==> src/sv/assert_macros.svh <==
// ---------------------------------------------------------------------------
// Assertion macros
// Shorthand for clocked assertions that are disabled while rst is high.
// ---------------------------------------------------------------------------
`ifndef ASSERT_MACROS_SVH
`define ASSERT_MACROS_SVH

// Same-cycle implication, sampled on the rising edge of clk.
`define KVI_ASSERT_IMP(label, ante, cons, msg) \
  label: assert property (@(posedge clk) disable iff (rst) (ante) |-> (cons)) \
    else $error(msg);

// Next-cycle implication, sampled on the rising edge of clk.
`define KVI_ASSERT_NXT(label, ante, cons, msg) \
  label: assert property (@(posedge clk) disable iff (rst) (ante) |=> (cons)) \
    else $error(msg);

`endif

==> src/sv/kvi_pkg.sv <==
// ---------------------------------------------------------------------------
// kvi_pkg
// Shared types and constants of the keyframe vector interpolator.
// ---------------------------------------------------------------------------
`default_nettype none

package kvi_pkg;

  localparam int KVI_KEY_DEPTH = 64;
  localparam int KVI_TIME_W    = 32;
  localparam int KVI_DATA_W    = 32;
  localparam int KVI_FRAC_W    = 16;
  localparam int KVI_COUNT_W   = 7;
  localparam int KVI_INDEX_W   = 6;

  typedef enum logic {
    KVI_OP_WRITE = 1'b0,
    KVI_OP_QUERY = 1'b1
  } kvi_op_t;

  // One keyframe as it sits in the table.
  typedef struct packed {
    logic [KVI_TIME_W-1:0]        t;
    logic signed [KVI_DATA_W-1:0] x;
    logic signed [KVI_DATA_W-1:0] y;
    logic signed [KVI_DATA_W-1:0] z;
  } kvi_key_t;

endpackage

`default_nettype wire

==> src/sv/kvi_divider.sv <==
// ---------------------------------------------------------------------------
// kvi_divider
// Restoring divider giving the span fraction one quotient bit per cycle.
// ---------------------------------------------------------------------------
`default_nettype none

module kvi_divider import kvi_pkg::*; (
  input  logic                  clk,
  input  logic                  rst,
  input  logic                  start,
  input  logic [KVI_TIME_W-1:0] offset,
  input  logic [KVI_TIME_W-1:0] span,
  output logic                  busy,
  output logic [KVI_FRAC_W:0]   quot
);

  localparam int QW    = KVI_FRAC_W + 1;
  localparam int CNT_W = $clog2(QW + 1);

  // The offset never exceeds the span, so the quotient fits in QW bits and
  // the partial remainder never needs more than one bit above the span.
  logic [KVI_TIME_W:0]   rem;
  logic [KVI_TIME_W-1:0] dvs;
  logic [QW-1:0]         q;
  logic [CNT_W-1:0]      cnt;
  logic                  zero_span;
  logic [KVI_TIME_W+1:0] diff;
  logic                  ge;

  assign diff = {1'b0, rem} - {2'b00, dvs};
  assign ge   = ~diff[KVI_TIME_W+1];
  assign quot = zero_span ? '0 : q;

  always_ff @(posedge clk) begin
    if (rst) begin
      busy <= 1'b0;
      cnt  <= '0;
    end else if (start) begin
      busy <= 1'b1;
      cnt  <= '0;
    end else if (busy) begin
      cnt <= cnt + CNT_W'(1);
      if (cnt == CNT_W'(QW - 1)) begin
        busy <= 1'b0;
      end
    end
  end

  always_ff @(posedge clk) begin
    if (start) begin
      rem       <= {1'b0, offset};
      dvs       <= span;
      zero_span <= (span == '0);
      q         <= '0;
    end else if (busy) begin
      q   <= {q[QW-2:0], ge};
      rem <= ge ? {diff[KVI_TIME_W-1:0], 1'b0} : {rem[KVI_TIME_W-1:0], 1'b0};
    end
  end

endmodule

`default_nettype wire

==> config.mk <==
export PLATFORM = sky130hd
export DESIGN_NAME = kvi_divider
export DESIGN_NICKNAME = d
export VERILOG_FILES = /design/src/sv/assert_macros.svh /design/src/sv/kvi_pkg.sv /design/src/sv/kvi_divider.sv
export SDC_FILE = /design/constraint.sdc
export NUM_CORES = 1
export LEC_CHECK = 0
export ABC_AREA = 1
export BUFFER_PORTS_ARGS = -buffer_cell sky130_fd_sc_hd__buf_2
export CORE_MARGIN = 3
export CORE_UTILIZATION = 55
export CTS_CLUSTER_DIAMETER = 30
export DETAILED_ROUTE_END_ITERATION = 8
export MAX_ROUTING_LAYER = met4
export PLACE_DENSITY_LB_ADDON = 0.1
export SYNTH_ARGS = -nofsm -noshare
export SYNTH_HDL_FRONTEND = slang
export SYNTH_SLANG_ARGS = --single-unit
export TNS_END_PERCENT = 1
==> constraint.sdc <==
create_clock -name clk -period 2.82 [get_ports clk]
set_input_delay 0.141 -clock clk [delete_from_list [all_inputs] [get_ports clk]]
set_output_delay 0.141 -clock clk [all_outputs]
set_load 0.01 [all_outputs]
[After elaboration in Yosys (flattened, before gate mapping)]
Cells that the tools add are included.
Word-level totals
  input port bits: 67
  register bits: 89
  word-level logic and storage cells: 21
  output and inout port bits: 18
Cells by class
  eq/ne operators: 1
  $add $sub $neg: 2
  bitwise operators: 1
  reductions and logical operators: 3
  mux-type cells: 7
Operators by type and width (number)
  $mux W32: 2
  $sub A33 B32 Y34: 1
  $mux W33: 1
  $logic_not A32 Y1: 1
  $mux W17: 1
  $add A5 B1 Y5 const B: 1
  $eq A5 B5 Y1 const B: 1
  $mux W1: 3
  $reduce_bool A2 Y1: 1
  $reduce_or A2 Y1: 1
  $not A1 Y1: 1

[Logic depth before layout (Yosys ltp)]
Gate-level depths: netlist of the first run.
  depth in word-level cells: 4
  depth in mapped cells: 17
  mapped depth without buffers: 16

[Least setup slack after synthesis of the first run]
OpenSTA, ideal clock, no wires.
  path kind: reg-to-reg
  from: reg busy
  to: reg rem[0] (enable)
  path slack: 0.633 ns
  setup time: 0.409 ns
  stages on the path, launching flop included: 4
  path buffers: 1
  arrival: 1.778 ns
  clock period less this slack: 2.187 ns
  required time: 2.411 ns
  path through: dfxtp_1 -> nor2_1 -> clkinv_1 -> buf_1
Between the ends
  longest elaborated chain between the ends: 1
Ends and longest elaborated chain
  start, declared: line kvi_divider.sv:13  | output logic busy,
  start signal, assigned: line kvi_divider.sv:36  | busy <= 1'b0;
  start signal, assigned: line kvi_divider.sv:39  | busy <= 1'b1;
  start signal, assigned: line kvi_divider.sv:44  | busy <= 1'b0;
  $reduce_bool A2 Y1 (no line)
  end signal, assigned: line kvi_divider.sv:51  | rem <= {1'b0, offset};
  end signal, assigned: line kvi_divider.sv:57  | rem <= ge ? {diff[KVI_TIME_W-1:0], 1'b0} : {rem[KVI_TIME_W-1:0], 1'b0};
  end, declared: line kvi_divider.sv:22  | logic [KVI_TIME_W:0] rem;
No other way between the ends.
A chain may end at the register's enable or synchronous reset.

[Worst setup path after layout of the first run]
  from: reg rem[8]
  to: reg rem[14] (data pin)
Between the ends
  longest elaborated chain between the ends: 4
Ends and longest elaborated chain
  $sub A33 B32 Y34: line kvi_divider.sv:30  | assign diff = {1'b0, rem} - {2'b00, dvs};
  $mux W33: line kvi_divider.sv:57
  $mux W32: line kvi_divider.sv:55  | end else if (busy) begin
  $mux W32: line kvi_divider.sv:50  | if (start) begin
No other way between the ends. The select of a mux whose other input is x is not followed.

==> results of run 1 <==
==> Yosys cell counts, types with 2 or more instances <==
master / instances / area (sq um)
buf_6: 4 / 45.0
o22ai_1: 16 / 100
xnor2_1: 14 / 123
inv_1: 183 / 687
nand2_1: 328 / 1230
buf_2: 5 / 25.0
nor2_1: 68 / 255
nand4_1: 12 / 75.1
nand3b_1: 26 / 195
ha_1: 34 / 425
nor4_1: 8 / 50.1
clkbuf_1: 7 / 26.3
nand3_2: 7 / 70.1
nand2_2: 7 / 43.8
o21bai_1: 4 / 30.0
inv_2: 2 / 7.51
nor2_2: 3 / 18.8
nor2_4: 2 / 22.5
nor3_1: 9 / 45.0
clkinv_1: 2 / 7.51
nand2_4: 2 / 22.5
dfxtp_1: 24 / 480
o21ai_0: 2 / 10.0
buf_4: 2 / 15.0
a21oi_1: 17 / 85.1
nand3_1: 62 / 310
edfxtp_1: 65 / 1950
==> area by class of cell <==
| cell class | count | area [sq um] |
|---|---|---|
| tap | 140 | 175 |
| inverter | 187 | 702 |
| sequential | 89 | 2430 |
| multi-input combinational | 631 | 3200 |
| fill | 1015 | 3530 |
| clock inverter | 5 | 37.5 |
| timing repair buffer | 126 | 866 |
| clock buffer | 11 | 233 |
==> registers in the layout, summed over array words and instances (netlist names) <==
| register | cells |
|---|---|
| cnt | 5 |
| busy | 1 |
| q | 17 |
| dvs | 32 |
| rem | 33 |
| zero_span | 1 |
==> final timing paths <==
check	start	to	slack, ns	cells after the start
setup / recovery	rem[8]	rem[14]	0.24	14
hold / removal	span[13]	dvs[13]	0.007	1
setup reg to reg	rem[8]	rem[14]	0.24	14
hold reg to reg	cnt[4]	cnt[4]	0.49	2
==> repair_timing <==
action / in CTS / in global routing
endpoints found under the hold margin: 32 / 0
gates resized for setup: 0 / 0
hold buffers: 32 / 0
==> logic make-up (layout without fill, tap and decap cells) <==
kind of cell	after synthesis	count (layout)	synth area share, %
buffers and inverters	207	329	12.9
DFF	89	89	37.6
AOI/OAI and AO/OA	44	44	4.05
and+or+nand+nor	538	538	36.7
xor gates and xnor gates	14	14	1.90
adders and majority gates	35	35	6.89
==> report_power, final <==
part           internal [mW]  total, mW  switching, mW  leakage (nW)
combinational          0.966       2.56           1.59          3.04
sequential              1.62       1.71         0.0961         0.843
clock                  0.605       1.12          0.519         0.135
total                   3.19       5.40           2.21          4.02
==> worst reg2reg max path, stage by stage, from the launching register on <==
cell and delay, ns:
edfxtp_1 0.41, ha_1 0.39, nand2_2 0.15, inv_1 0.06, nand2_1 0.07, nand2_1 0.08, inv_2 0.06, nand3_2 0.13
nand2_2 0.11, nand2_2 0.07, nand2_4 0.23, buf_4 0.30, nand3b_1 0.10, nand3_1 0.12, nand2_1 0.06
==> layout by cell type, fill, tap and decap left out, types with 6 or more instances in the layout <==
master	instances
dfxtp_1	24
buf_2	84
o22ai_1	16
nor3_1	9
nor4_1	8
edfxtp_1	65
nand3_2	7
nand2_2	7
clkbuf_16	9
nor2_1	68
nand3b_1	26
nand3_1	62
inv_1	183
xnor2_1	14
buf_4	6
a21oi_1	17
nand4_1	12
ha_1	34
nand2_1	328
dlygate4sd3_1	32
==> per-layer routing <==
metal	wire (um)	up-vias
met5	0	-
met4	260	0
met3	1070	22
met2	7610	171
met1	8480	2753
li1	-	3143
==> metrics by stage <==
step | setup WS [ns] | cell area (sq um) | utilization, % | power [mW] | hold WS, ns
after global placement | 0.314 | 7050 | 63.1 | 4.21 | 0.333
final | 0.241 | 7640 | 68.4 | 5.40 | 0.00706
after CTS | 0.259 | 7640 | 68.4 | 5.37 | 0.00674
after detailed placement | 0.304 | 7050 | 63.1 | 4.22 | 0.334
after global routing | 0.0891 | 7640 | 68.4 | 5.82 | 0.00834
after floorplan | 0.633 | 6460 | - | 3.56 | 0.219
==> impl_metrics.csv, run 1 <==
group,metric,value,unit
synth,netlist_instances,927,
global_route,track_usage,28.8,%
layout,final_nets,1146,
sta,min_period_over_period,91.4,%
sta,setup_viol_count_final,0,
critical_path,critPathTopFamily,"simple AND/OR/NAND/NOR gates",
floorplan,fp-row-count,38,
global_route,grt-ovfl-total,0,
global_route,use_met3,5.02,%
synth,seq_area_frac_synth,37.6,%
cts,cts_tree,"yes",
floorplan,die_h,114,um
sta,fin_tns_setup,0,ns
synth,ys_types,39,
global_route,grt_max_degree,48,
sta,tightest_slew,0.718,ns
critical_path,crit_chain,"ha_1 -> nand2_2 -> inv_1 -> nand2_1 -> nand2_1 -> inv_2 -> nand3_2 -> nand2_2 -> nand2_2 -> nand2_4 -> buf_4 -> nand3b_1 -> nand3_1 -> nand2_1",
detailed_routing,drc,0,
synth,synth_warnings,0,
layout,diodes,0,
critical_path,cpPeakStageDelay,0.41,ns
critical_path,path_max_fanout,18,
sta,fin_crit,2.58,ns
cts,htree_levels,3,
placement,portBuffers,84,
critical_path,worst-path-buf-inv,3,
global_route,first_global_vias,5952,
critical_path,worstSetupPathType,"reg -> reg",
power,p_leak,4.02,nW
synth,netlist_area,0.00646,sq mm
floorplan,die_area,0.0131,sq mm
sta,clock_skew,0.00591,ns
detailed_routing,drt_iter0_drc,489,
sta,rsz0062_at_grt,"false",
cts,cts_buffers,9,
run,cap_violations,0,
critical_path,critPathLaunchType,"flip-flop",
detailed_routing,vias,6089,
power,ir_drop,0.484,mV
detailed_routing,routedWlPerCell,14.7,um
global_route,met2_usage,43.7,%
power,p_per_area,706,mW/mm^2
global_route,antenna_found_initial,0,
critical_path,end_kind,"flip-flop",
layout,area_delta_synth_final,18.3,%
sta,maxClockFrequency,388,MHz
cts,clockBufferDepth,2,
cts,cts-root-buf,"clkbuf_16",
global_route,top_usage_layer,"met2",
sta,finalMaxSlewViolations,0,
synth,ys_ff_latch,89,
cts,clk_latency,0.35,ns
critical_path,cpMaxStageDelayCell,"edfxtp_1",
min_path,worstHoldPathType,"in -> reg",
synth,synth_nets,1029,
placement,hpwlAfterDp,13400,um
status,outcome,"complete, no violations",
global_route,grt_pass1_wl,28900,um
cts,cts_setup_buffers,0,
detailed_routing,ant_nets,0,
detailed_routing,wirelength,17400,um
floorplan,io_pins,85,
layout,fin_cells,1189,
floorplan,initial_core_util,57.8,%
critical_path,required,2.93,ns
critical_path,crit_arrival,2.68,ns
global_route,use_met1,40.2,%
floorplan,die_w,114,um
floorplan,core,0.0112,sq mm
synth,synth-async-reset-ratio,0,%
sta,finalHoldViolations,0,
detailed_routing,vias_per_cell,5.12,
placement,placed_cells,1141,
synth,postSynthAreaPerCell,6.97,sq um
placement,gp_congestion,0.964,
detailed_routing,dr.pass1.iters,5,
synth,synth_ff_type,"edfxtp_1",
synth,synth_edf_count,65,
sta,relSlewSlack,51.7,%
cts,clk_pin_slew,0.07,ns
cts,cts_sinks,89,
layout,drive_above_1_share,12.7,%
(Power assumes the default switching activity.)
==> inputs of run 2 (changes only) <==
==> constraint.sdc (replaced) <==
create_clock -name clk -period 2.85 [get_ports clk]
set_input_delay 0.1425 -clock clk [delete_from_list [all_inputs] [get_ports clk]]
set_output_delay 0.1425 -clock clk [all_outputs]
set_load 0.01 [all_outputs]
==> run 2 against run 1 <==
Effect of this change:
- sequential share of layout area down 0.062 points
- largest power group unchanged
- flip-flop and latch count unchanged
- total power down 0.39%
- clock-buffer cell count unchanged
- critical endpoint is now rem[30]
- clock skew up 0.0024 ns
==> impl_metrics.csv, run 2 (synthesis gave the netlist of run 1 again) <==
group,metric,value,unit
run,cap_violations,0,
layout,final_common_cell,"nand2_1",
power,p_leak,4.02,nW
power,p_per_area,702,mW/mm^2
layout,postLayoutCoreUtil,68.6,%
cts,clk_pin_slew,0.07,ns
detailed_routing,ant_nets,0,
detailed_routing,vias_per_cell,5.11,
sta,tightest_slew,0.726,ns
cts,cts_buffers,9,
placement,portBuffers,84,
global_route,first_global_vias,5887,
sta,rsz0062_at_grt,"false",
critical_path,crit_chain,"ha_1 -> nand2_1 -> inv_1 -> nand2_1 -> nand3_1 -> nand2_1 -> nand2_1 -> inv_1 -> nand2_2 -> nand2_4 -> buf_6 -> nand3_1 -> nand2_1 -> clkinv_1 -> nand2_1 -> nand2_1",
cts,clk_latency,0.35,ns
min_path,hold_depth,3,
cts,cts_tree,"yes",
layout,final_area,0.00766,sq mm
layout,final_nets,1147,
global_route,antenna_found_initial,0,
cts,htree_levels,3,
cts,cts_setup_buffers,0,
critical_path,reg2reg_depth,16,
detailed_routing,routedWlPerCell,14.6,um
sta,min_period_over_period,89.1,%
power,ir_drop,0.466,mV
critical_path,path_max_fanout,18,
critical_path,end_kind,"flip-flop",
layout,fin_cells,1190,
layout,seq_area,0.00243,sq mm
sta,finalHoldViolations,0,
sta,whs,0.0583,ns
floorplan,initial_core_util,57.8,%
layout,fillers,1012,
cts,cts-root-buf,"clkbuf_16",
placement,hpwlAfterDp,13200,um
detailed_routing,vias,6079,
placement,pre_cts_slack,0.298,ns
sta,fin_crit,2.54,ns
layout,diodes,0,
critical_path,critPathLaunchType,"flip-flop",
floorplan,die_area,0.0131,sq mm
floorplan,die_w,114,um
status,outcome,"complete, no violations",
floorplan,io_pins,85,
min_path,worstHoldPathType,"in -> reg",
sta,finalMaxSlewViolations,0,
floorplan,die_h,114,um
layout,area_delta_synth_final,18.5,%
placement,placed_area,0.00703,sq mm
sta,clock_skew,0.00827,ns
sta,fin_tns_setup,0,ns
detailed_routing,wirelength,17300,um
placement,gp_congestion,0.973,
critical_path,worst_path_most_repeated_cell,"nand2_1",
layout,drive_above_1_share,12.8,%
cts,cts_sinks,89,
sta,maxClockFrequency,394,MHz
critical_path,cpMaxStageDelayCell,"edfxtp_1",
global_route,grt-ovfl-total,0,
layout,regMostFlops,"rem",
layout,largest_reg_flops,33,
detailed_routing,drt_iter0_drc,556,
critical_path,required,2.95,ns
cts,clockBufferDepth,2,
layout,final_cell_mix,"328 x nand2_1, 183 x inv_1, 84 x buf_2",
sta,relSlewSlack,51.2,%
detailed_routing,dr.pass1.iters,5,
critical_path,crit_arrival,2.64,ns
placement,placed_cells,1141,
sta,setup_viol_count_final,0,
detailed_routing,drc,0,
layout,top_regs,"rem (33), dvs (32), q (17)",
critical_path,cpPeakStageDelay,0.42,ns
global_route,track_usage,28.9,%
global_route,grt_pass1_wl,29000,um
floorplan,fp-row-count,38,
critical_path,worstSetupPathType,"reg -> reg",
global_route,grt_max_degree,45,
floorplan,core,0.0112,sq mm
sta,layout_setup_ws,0.309,ns
power,finalPower,5.38,mW
layout,multiInputGateArea,0.00320,sq mm
## run 2: worst max-delay path, delay by kind of cell (launching register included)
family / cells / cell delay, ns
fa+ha+maj: 1 / 0.38
buf+inv: 4 / 0.42
flops: 1 / 0.42
simple gates: 11 / 1.07
## run 2: repair_timing
action,in CTS,in global routing
gates resized for setup,0,1
endpoints found under the hold margin,33,0
setup endpoints to repair,0,1
hold buffers,33,0
## run 2: where the power goes
part	leakage, nW	total, mW	internal (mW)	switching [mW]
combinational	3.04	2.49	0.921	1.57
clock	0.144	1.20	0.658	0.539
sequential	0.843	1.69	1.60	0.0935
## run 2: worst paths after layout
kind	start	slack, ns	to
max	rem[12]	0.31	rem[30]
min	offset[15]	0.06	rem[15]
max reg2reg	rem[12]	0.31	rem[30]
min reg2reg	q[16]	0.48	q[16]
## run 2: cell type report
type                            instances  area share [%]
Clock buffer                           11            3.32
Tap cell                              140            2.29
Timing Repair Buffer                  127            11.2
Inverter                              187            9.16
Sequential cell                        89            31.8
Multi-Input combinational cell        631            41.8
Clock inverter                          5           0.555
## run 2: routing by layer
metal | vias up | part of all wire (%) | track usage [%] | wire length (um)
met5 | - | 0 | - | 0
met4 | 0 | 1.1 | 7.21 | 197
met3 | 15 | 6.1 | 3.54 | 1060
met2 | 185 | 45 | 45.1 | 7800
met1 | 2734 | 48 | 40.2 | 8290
li1 | 3145 | - | - | -
