===== src/sv/assert_macros.svh =====
// ---------------------------------------------------------------------------
// Assertion macros
// Shorthand for clocked assertions that are disabled while rst is high.
// ---------------------------------------------------------------------------
`ifndef ASSERT_MACROS_SVH
`define ASSERT_MACROS_SVH

// Same-cycle implication, sampled on the rising edge of clk.
`define KVI_ASSERT_IMP(label, ante, cons, msg) \
  label: assert property (@(posedge clk) disable iff (rst) (ante) |-> (cons)) \
    else $error(msg);

// Next-cycle implication, sampled on the rising edge of clk.
`define KVI_ASSERT_NXT(label, ante, cons, msg) \
  label: assert property (@(posedge clk) disable iff (rst) (ante) |=> (cons)) \
    else $error(msg);

`endif


===== src/sv/kvi_pkg.sv =====
// ---------------------------------------------------------------------------
// kvi_pkg
// Shared types and constants of the keyframe vector interpolator.
// ---------------------------------------------------------------------------
`default_nettype none

package kvi_pkg;

  localparam int KVI_KEY_DEPTH = 64;
  localparam int KVI_TIME_W    = 32;
  localparam int KVI_DATA_W    = 32;
  localparam int KVI_FRAC_W    = 16;
  localparam int KVI_COUNT_W   = 7;
  localparam int KVI_INDEX_W   = 6;

  typedef enum logic {
    KVI_OP_WRITE = 1'b0,
    KVI_OP_QUERY = 1'b1
  } kvi_op_t;

  // One keyframe as it sits in the table.
  typedef struct packed {
    logic [KVI_TIME_W-1:0]        t;
    logic signed [KVI_DATA_W-1:0] x;
    logic signed [KVI_DATA_W-1:0] y;
    logic signed [KVI_DATA_W-1:0] z;
  } kvi_key_t;

endpackage

`default_nettype wire


===== src/sv/kvi_blend_lane.sv =====
// ---------------------------------------------------------------------------
// kvi_blend_lane
// Serial blend of one component: a + floor((b - a) * f / 2^16).
// ---------------------------------------------------------------------------
`default_nettype none

module kvi_blend_lane import kvi_pkg::*; (
  input  logic                         clk,
  input  logic                         rst,
  input  logic                         start,
  input  logic signed [KVI_DATA_W-1:0] a,
  input  logic signed [KVI_DATA_W-1:0] b,
  input  logic [KVI_FRAC_W:0]          frac,
  output logic                         busy,
  output logic signed [KVI_DATA_W-1:0] result
);

  localparam int QW    = KVI_FRAC_W + 1;
  localparam int DW    = KVI_DATA_W + 1;
  localparam int ACC_W = KVI_DATA_W + 3;
  localparam int CNT_W = $clog2(QW + 1);

  // The fraction is consumed from its least significant bit. Each of the
  // first sixteen partial sums is halved with an arithmetic shift, which
  // floors exactly; the top bit carries unit weight and is added unshifted.
  // A final step adds the start value.
  logic signed [KVI_DATA_W-1:0] base;
  logic signed [DW-1:0]         dlt;
  logic [QW-1:0]                f;
  logic signed [ACC_W-1:0]      acc;
  logic signed [ACC_W-1:0]      addend;
  logic signed [ACC_W-1:0]      sum;
  logic [CNT_W-1:0]             cnt;

  assign addend = f[0] ? ACC_W'(dlt) : '0;
  assign sum    = acc + addend;

  always_ff @(posedge clk) begin
    if (rst) begin
      busy <= 1'b0;
      cnt  <= '0;
    end else if (start) begin
      busy <= 1'b1;
      cnt  <= '0;
    end else if (busy) begin
      cnt <= cnt + CNT_W'(1);
      if (cnt == CNT_W'(QW)) begin
        busy <= 1'b0;
      end
    end
  end

  always_ff @(posedge clk) begin
    if (start) begin
      base <= a;
      dlt  <= DW'(b) - DW'(a);
      f    <= frac;
      acc  <= '0;
    end else if (busy) begin
      if (cnt < CNT_W'(QW - 1)) begin
        acc <= sum >>> 1;
        f   <= f >> 1;
      end else if (cnt == CNT_W'(QW - 1)) begin
        acc <= sum;
      end else begin
        result <= base + acc[KVI_DATA_W-1:0];
      end
    end
  end

endmodule

`default_nettype wire

===== config.mk =====
export PLATFORM = sky130hd
export DESIGN_NAME = kvi_blend_lane
export DESIGN_NICKNAME = d
export VERILOG_FILES = /design/src/sv/assert_macros.svh /design/src/sv/kvi_pkg.sv /design/src/sv/kvi_blend_lane.sv
export SDC_FILE = /design/constraint.sdc
export NUM_CORES = 1
export LEC_CHECK = 0
export BUFFER_PORTS_ARGS = -buffer_cell sky130_fd_sc_hd__buf_4
export CELL_PAD_IN_SITES_DETAIL_PLACEMENT = 0
export CELL_PAD_IN_SITES_GLOBAL_PLACEMENT = 2
export CORE_MARGIN = 2
export CORE_UTILIZATION = 41
export CTS_CLUSTER_DIAMETER = 40
export DETAILED_ROUTE_END_ITERATION = 10
export PLACE_DENSITY = 0.84
export SLEW_MARGIN = 15
export SYNTH_ARGS = -nofsm -noshare
export SYNTH_HDL_FRONTEND = slang
export SYNTH_SLANG_ARGS = --single-unit

===== constraint.sdc =====
create_clock -name clk -period 9.7 [get_ports clk]
set_clock_uncertainty 0.15 [all_clocks]
set_input_delay 0 -clock clk [delete_from_list [all_inputs] [get_ports clk]]
set_output_delay 0 -clock clk [all_outputs]
set_load 0.01 [all_outputs]

After elaboration in Yosys (flattened, before gate mapping)
Cells that the tools add are included.
- register bits after elaboration: 155
- latch bits: 0
- RAM bits: 0
- bits in read-only memories: 0
- input bits: 84
- output and inout port bits: 33
- logic and storage cells: 33
- memories: 0
- add/subtract/negate cells: 4
- multiply operators: 0
- divide/modulo/power cells: 0
- magnitude comparators: 1
- equal/unequal tests: 2
- shift operators: 0
- mux-type cells: 9
- bitwise logic cells: 3
- reductions and logical operators: 7
- operators by type and width (cell ; count):
    35-bit 2-to-1 mux ; 3
    17-bit 2-to-1 mux ; 3
    35-bit adder ; 1
    32-bit by 32-bit subtractor with 33-bit output ; 1
    32-bit adder ; 1
    5-bit equality test (second input constant) ; 2
    2-bit nonzero test ; 3
    5-bit by 1-bit adder with 5-bit output (second input constant) ; 1
    5-bit less-than comparator (second input constant) ; 1
    2-bit AND reduction ; 2
    4-bit AND reduction ; 1
    1-bit 2-to-1 mux ; 3
    1-bit NOT ; 3
    2-bit OR reduction ; 1

Depth between registers and ports, before layout
Gate-level depths: netlist of run 1.
- word-level depth: 4
- depth in mapped cells: 14
- gate-level depth less buffers: 13

Worst setup path before layout of run 1
OpenSTA, ideal clock, no wires.
- path type: register -> register
- from: reg cnt[0]
- to: reg result[0] (enable)
- setup time: 0.468 ns
- data arrival time: 3.146 ns
- required time: 9.082 ns
- setup slack: 5.937 ns
- stages on the path, launching flop included: 6
- path buffers: 0
- clock period less this slack: 3.763 ns
- path through: dfxtp_1 inv_1 ha_1 nand2_1 nand2_1 nor3b_1
- longest elaborated chain between the ends: 3
- elaborated cells between the ends (all ways): 5
- classes of those cells: 1 x order compare; 1 x eq/ne; 2 x bitwise; 1 x reduce/logical
- RTL lines (item ; line ; source):
    from (decl) ; kvi_blend_lane.sv:33 ; logic [CNT_W-1:0] cnt;
    from (signal assigned) ; kvi_blend_lane.sv:46 ; cnt <= cnt + CNT_W'(1);
    5-bit less-than comparator / 5-bit equality test (equally long branches) ; kvi_blend_lane.sv:60, kvi_blend_lane.sv:63 ;
    1-bit NOT (no source line) ; -- ;
    4-bit AND reduction (no source line) (*) ; -- ;
    to (signal assigned) ; kvi_blend_lane.sv:66 ; result <= base + acc[KVI_DATA_W-1:0];
    to (decl) ; kvi_blend_lane.sv:15 ; output logic signed [KVI_DATA_W-1:0] result
Every way passes the cells marked *; elsewhere a longest branch is shown, timed or not.
A chain may end at the register's enable or synchronous reset.

Worst setup path in the final report of run 1
- from: reg f[0]
- to: reg acc[19]
- longest elaborated chain between the ends: 4
- RTL lines (item ; line ; source):
    from (decl) ; kvi_blend_lane.sv:29 ; logic [QW-1:0] f;
    from (signal assigned) ; kvi_blend_lane.sv:57 ; f <= frac;
    from (signal assigned) ; kvi_blend_lane.sv:62 ; f <= f >> 1;
    35-bit 2-to-1 mux (*) ; kvi_blend_lane.sv:35 ; assign addend = f[0] ? ACC_W'(dlt) : '0;
    35-bit adder (*) ; kvi_blend_lane.sv:36 ; assign sum = acc + addend;
    35-bit 2-to-1 mux ; kvi_blend_lane.sv:63 ; end else if (cnt == CNT_W'(QW - 1)) begin
    35-bit 2-to-1 mux (*) ; kvi_blend_lane.sv:60 ; if (cnt < CNT_W'(QW - 1)) begin
    to (signal assigned) ; kvi_blend_lane.sv:61 ; acc <= sum >>> 1;
    to (signal assigned) ; kvi_blend_lane.sv:64 ; acc <= sum;
    to (decl) ; kvi_blend_lane.sv:30 ; logic signed [ACC_W-1:0] acc;
Every way passes the cells marked *; elsewhere a longest branch is shown, timed or not. The select of a mux whose other input is x is not followed.

==> reports/results.txt, run 1 <==
Tot Pwr = 0.00213 W
initial drt markers = 446
Initial Utilization = 41.4%
clk_lat worst skew = 0.43 ns
diode count = 0
CTS tree = done
Final nets = 1,478
Die Y-Extent = 166 um
max_cap viols = 0
Congestion Overflow GR = 0
post-synthesis cell area = 10,700 um2
post-synth cell types = 77
# IOs = 117
Synth top cells by count = 114 x edfxtp_1, 100 x ha_1, 96 x nor2_1, 81 x a21oi_1, 65 x inv_1
Combinational Power Share = 28.6%
Pre-antenna DRT Iters = 5
P&R area growth vs syn = 24.3%
largest cells by area after synthesis = edfxtp_1 32%, ha_1 12%, dfxtp_1 7.6%
Synth Area in Compound Gates = 19.4%
Clock Sinks = 155
combinational family with the most area after synthesis = compound AO/OA/AOI/OAI gates
global-route wire length before repair = 42.1 mm
Final GP Congestion = 0.935
Syn Nets = 1,289
switching power = 0.000662 W
worst reg2reg setup slack = 5.86 ns
HPWL Detailed = 20.1 mm
die area = 27,500 um2
status = completed
Int Pwr = 0.00146 W
CTS resizes = 0
Final ANT Viol Nets = 0
Worst-path clk slew = 0.06 ns
RR Startpoint = f[0]
row count = 59
hold path cells = 4
initial antenna violation count = 0
port bufs = 116
share of cells above drive strength 1 = 14.9%
buffer levels on the longest clock path = 2
reg2reg end = acc[19]
syn_area_per_cell = 9.74 um2
final wirelength = 26.0 mm
CTS Buf Count = 17
Min Clock Period, post-route = 3.84 ns
CP delay by family, top = compound AO/OA/AOI/OAI gates
Worst-Margin Slew = 0.942 ns
Reg power frac = 39.2%
wire per inst = 15.9 um
worst min path class = primary input to flop
RSZ-0062 raised after global routing = no
Hold Path End = dlt[16]
Tcrit/Tclk final = 39.6%
Leakage = 5.68 nW
clk root buf = clkbuf_16
sequential fraction of the synthesis area = 39.5%
adder and majority cell fraction of the synthesized area = 12.2%
VDD IR max = 0.128 mV
Post-synth EDFFs = 114
die width = 166 um
max incr delay on CP = 0.88 ns
Final Hold Fails = 0
share of the synthesized area in the top cell type = 31.9%
top_reg_cell synth = edfxtp_1
Synth Area in Simple Gates = 15.3%
Fin Setup TNS = 0 ns
Sw Share = 31.2%
largest net degree at the start of global routing = 64
DRC = 0
CP Launch Type = flop
HP Start = b[15]
Clock Power Share = 32.2%
htree depth = 4
slowest CP cell = edfxtp_1
CP Class = flop to flop
crit-path cells = and2_1 > ha_1 > inv_1 > fa_1 > nor2b_1 > o2111ai_1 > a21oi_1 > o21ai_0 > a21boi_0 > o21a_1 > nor2_1 > xor2_1 > a2111oi_1
Arrival @ worst endpoint = 4.01 ns
vias in the first global route = 8,113
Levels on crit path = 13
Worst Setup End Kind = flop
fmax = 260 MHz
final setup vio count = 0
PwrDens = 159 nW/um2
fin. max-slew vios = 0
area of the core = 25,900 um2
Relative slew margins = 37.2%
cells after synthesis = 1,102
number of fill cells = 2,384
cell with the most instances after synthesis = edfxtp_1
via count = 8,614
Post CTS Setup Buffer Count = 0
via/cell ratio = 5.26
synth warn = 0
crit path buf inv count = 1
Yosys top cell by area = edfxtp_1
GRT Total Usage = 19.0%
multiplexer share of the synthesized area = 3.38%
XOR/XNOR share of the synthesized area = 6.77%
Req. time, crit path = 9.86 ns
worst reg-to-reg path cell count = 13
Seq cells post-synth = 155
asr flop ratio synth = 0%
critical path fanouts, max = 33
[sequential cells by signal, summed over array words and instances (netlist names)]
| name | flops |
|---|---|
| acc | 35 |
| dlt | 33 |
| base | 32 |
| result | 32 |
| f | 17 |
| cnt | 5 |
| busy | 1 |
[final cells by class]
class	count	area [um2]	area share, %
tap	335	419	3.14
timing repair buffer	201	1710	12.8
clock inverter	15	176	1.32
inverter	66	248	1.86
multi-input combinational	850	6120	45.9
sequential	155	4240	31.8
clock buffer	17	425	3.19
[worst min-delay path: cells and delay by family]
kind            cells  cell delay (ns)
xor+xnor            1             0.14
fa+ha+maj           1             0.22
compound gates      1             0.07
buf+inv             1             0.08
[layer usage]
| layer | share of wire (%) | global-route usage (%) | up-vias |
|---|---|---|---|
| met3 | 5.3 | 2.60 | 22 |
| met4 | 1.0 | 4.88 | 0 |
| met2 | 40 | 27.0 | 214 |
| met1 | 53 | 30.1 | 3932 |
| li1 | - | - | 4446 |
| met5 | 0 | 0 | - |
[kinds of logic after synthesis]
logic type	count (synthesis)
fa+ha+maj	103
xor+xnor	83
buf+inv	97
simple gates	325
mux	34
flops	155
compound gates	305
[metrics by stage]
stage          setup WS, ns  std cells  hold WS (ns)  utilization, %  cell area, um2
6_report               5.86       1639        0.0403            51.5           13300
5_1_grt                5.32       1639        0.0658            51.5           13300
4_1_cts                5.81       1639        0.0125            51.5           13300
3_5_place_dp           5.83       1526        0.0391            46.1           11900
3_3_place_gp           5.88       1526        0.0419            46.1           11900
2_1_floorplan          5.94       1102       -0.0776               -           10700
[power groups by stage]
stage          Clock [W]  Sequential, W  Combinational (W)
6_report        0.000685       0.000833           0.000609
5_1_grt         0.000727       0.000839           0.000684
4_1_cts         0.000703       0.000832           0.000607
3_5_place_dp           0       0.000847           0.000575
3_3_place_gp           0       0.000846           0.000577
2_1_floorplan          0       0.000822           0.000447
[worst max-delay path by stage]
| stage | start | to | slack [ns] |
|---|---|---|---|
| finish | f[0] | acc[19] | 5.86 |
| CTS | f[0] | acc[19] | 5.81 |
| global route | f[0] | acc[19] | 5.32 |
| global placement | f[0] | acc[19] | 5.88 |
| detailed placement | f[0] | acc[19] | 5.83 |
| floorplan | cnt[0] | result[0] | 5.94 |
[placed cells by master (no fill, tap or decap), types with 7 or more instances in the layout]
cell type      count
a211oi_1          26
a21o_1            39
a21oi_1           81
a311oi_1           9
a31oi_1           10
and2_1            39
and3_1            11
buf_4            120
clkbuf_16         17
dfxtp_1           41
dlygate4sd3_1     81
edfxtp_1         114
ha_1             100
inv_1             65
mux2_2            18
mux2i_1           16
nand2_1           57
nand2b_1          19
nand3_1           20
nand4_1           11
nor2_1            96
nor2b_1           14
nor3_1            23
nor4_1             7
o21a_1            17
o21ai_0           51
o21bai_1          10
o31ai_1            7
xnor2_1           62
xor2_1            21
[repair_timing]
action / 4_1_cts / 5_1_grt
hold buffers: 81 / 0
endpoints found under the setup margin: 0 / 0
hold endpoints to repair: 85 / 0
(Power assumes the default switching activity.)
==> run 2, diff against run 1 <==
ABC_AREA = 1   (was unset)
CORE_UTILIZATION = 32   (was 41)
PLACE_DENSITY = 0.76   (was 0.84)
clock period = 3.4 ns   (was 9.7 ns; I/O delays follow)
==> reports/results.txt, run 2 <==
port bufs = 116
fin. max-slew vios = 0
sequential fraction of the synthesis area = 35.9%
via count = 10,800
DP Area = 13,300 um2
Initial Utilization = 32.4%
cells after synthesis = 1,606
Min Clock Period, post-route = 3.00 ns
share of cells above drive strength 1 = 10.7%
Req. time, crit path = 3.57 ns
largest net degree at the start of global routing = 43
worst reg2reg setup slack = 0.40 ns
HPWL Detailed = 30.6 mm
crit path from = f[0]
Largest regs = acc x35, dlt x33
Final nets = 2,000
worst hold slack = 0.111 ns
Worst-Margin Slew = 0.706 ns
Seq cells post-synth = 155
syn_area_per_cell = 7.36 um2
Fin Setup TNS = 0 ns
max incr delay on CP = 0.64 ns
VDD IR max = 0.322 mV
Final Hold Fails = 0
Final ANT Viol Nets = 0
DRC = 0
crit-path cells = nand2_1 > inv_1 > ha_1 > inv_1 > fa_1 > inv_1 > nand3_1 > nand3_2 > nand2_1 > nand2_2 > nand2_1 > nand2_1 > nand2_1 > nand3_1 > nand3_1 > nand3_1 > a21oi_1
die area = 38,500 um2
RSZ-0062 raised after global routing = no
CP most frequent cell = nand2_1
htree depth = 4
Worst-path clk slew = 0.07 ns
wire per inst = 15.9 um
number of fill cells = 3,846
area of the core = 36,500 um2
most flop-heavy register = acc
slowest CP cell = edfxtp_1
Register Area = 4240 um2
multiplexer share of the synthesized area = 0%
status = completed
Post-synth EDFFs = 114
cell with the most instances after synthesis = nand2_1
Arrival @ worst endpoint = 3.17 ns
max_cap viols = 0
row count = 70
synth warn = 0
Leakage = 7.19 nW
asr flop ratio synth = 0%
initial antenna violation count = 0
buffer levels on the longest clock path = 2
clk root buf = clkbuf_16
Clock Sinks = 155
worst min path class = primary input to flop
post-synthesis cell area = 11,800 um2
Pre-antenna DRT Iters = 5
final setup vio count = 0
largest cells by area after synthesis = edfxtp_1 29%, nand2_1 15%, ha_1 11%
critical path fanouts, max = 13
share of the synthesized area in the top cell type = 28.9%
Syn Nets = 1,793
P&R area growth vs syn = 24.3%
post-synth cell types = 45
CP Class = flop to flop
CP Capture Point = acc[27]
CTS tree = done
hold path cells = 3
CP Launch Type = flop
CTS resizes = 0
commonest non-fill, non-tap cell in the layout = nand2_1
CTS Buf Count = 17
Synth Area in Compound Gates = 11.9%
final wirelength = 36.6 mm
vias in the first global route = 10,500
via/cell ratio = 4.69
max reg flops = 35
GRT Total Usage = 19.6%
diode count = 0
worst reg-to-reg path cell count = 17
RR Startpoint = f[0]
PwrDens = 409 nW/um2
XOR/XNOR share of the synthesized area = 5.48%
fmax = 333 MHz
Synth top cells by count = 460 x nand2_1, 240 x inv_1, 128 x nand3_1, 124 x a21oi_1, 116 x nor2_1
top_reg_cell synth = edfxtp_1
Tcrit/Tclk final = 88.2%
adder and majority cell fraction of the synthesized area = 11.1%
clk_lat worst skew = 0.45 ns
Final Cell Area = 14,700 um2
commonest cells after routing, fill and taps aside = 460 x nand2_1, 240 x inv_1, 130 x buf_4
global-route wire length before repair = 57.7 mm
Yosys top cell by area = edfxtp_1
reg2reg end = acc[27]
Die Y-Extent = 196 um
Relative slew margins = 52.5%
initial drt markers = 585
combinational family with the most area after synthesis = simple AND/OR/NAND/NOR gates
Synth Area in Simple Gates = 27.0%
Final GP Congestion = 0.857
die width = 196 um
Worst Setup End Kind = flop
area of the multi-input gates = 6560 um2
Congestion Overflow GR = 0
# IOs = 117
run 2: changes by cell type in the layout (fill, tap and decap cells not counted), sizes merged, moves of 16 or more:
cell,previous run,this run
nand2b,19,0
a21o,39,15
mux2,18,0
xor2,21,50
a211oi,27,3
and2,41,1
xnor2,62,24
mux2i,16,0
inv,73,248
nand2,57,472
nor2,96,119
a21oi,81,128
nand3,20,131
run 2: final cells by class:
cell class | instances | area share (%)
flip-flops and latches | 155 | 28.9
clock buffers | 22 | 3.38
clock inverters | 10 | 0.664
inverters | 242 | 6.18
repair buffers | 213 | 12.3
multi-input cells | 1184 | 44.6
well taps | 468 | 3.98
run 2: layer usage:
layer | up-vias | global-route usage (%) | wire length (um)
met3 | 24 | 2.22 | 1060
met4 | 0 | 5.42 | 526
met5 | - | 0 | 0
met1 | 4826 | 28.4 | 19000
met2 | 188 | 30.9 | 16000
li1 | 5713 | - | -
run 2: per-stage QoR:
stage	util, %	cells	worst slack [ns]	power (W)
final	40.2	2294	0.400	0.00601
after global routing	40.2	2294	0.0266	0.00641
after CTS	40.2	2294	0.323	0.00608
after detailed placement	36.3	2179	0.352	0.00405
after global placement	36.3	2179	0.355	0.00406
after floorplan	-	1606	0.601	0.00350
run 2: critical path: cells and delay by family, from the launching register on:
family | cells | cell delay (ns)
adder cells (fa/ha/maj) | 2 | 0.63
flip-flops | 1 | 0.64
AND/OR/NAND/NOR | 11 | 1.14
AO/OA/AOI/OAI | 1 | 0.07
buffers and inverters | 3 | 0.25
run 2: logic make-up after synthesis:
group	count (synthesis)
buf+inv	267
simple gates	765
fa+ha+maj	103
compound gates	242
flops	155
xor+xnor	74
run 2: where the power goes:
part	leakage [nW]	internal, W	switching, W	total [W]
clock	0.297	0.00112	0.000805	0.00193
combinational	5.46	0.000659	0.00105	0.00171
sequential	1.43	0.00225	0.000123	0.00237
total	7.19	0.00403	0.00198	0.00601
run 2: timing repair:
action                                 CTS  global route
endpoints found under the hold margin  106             0
buffers inserted                         0             0
hold buffers                            83             0
run 2: worst min-delay path by stage:
stage,endpoint,slack (ns),start
after detailed placement,busy,0.03,rst
after global routing,busy,0.13,rst
after global placement,busy,0.02,rst
after CTS,busy,0.08,rst
final,busy,0.11,rst
after floorplan,busy,-0.08,rst
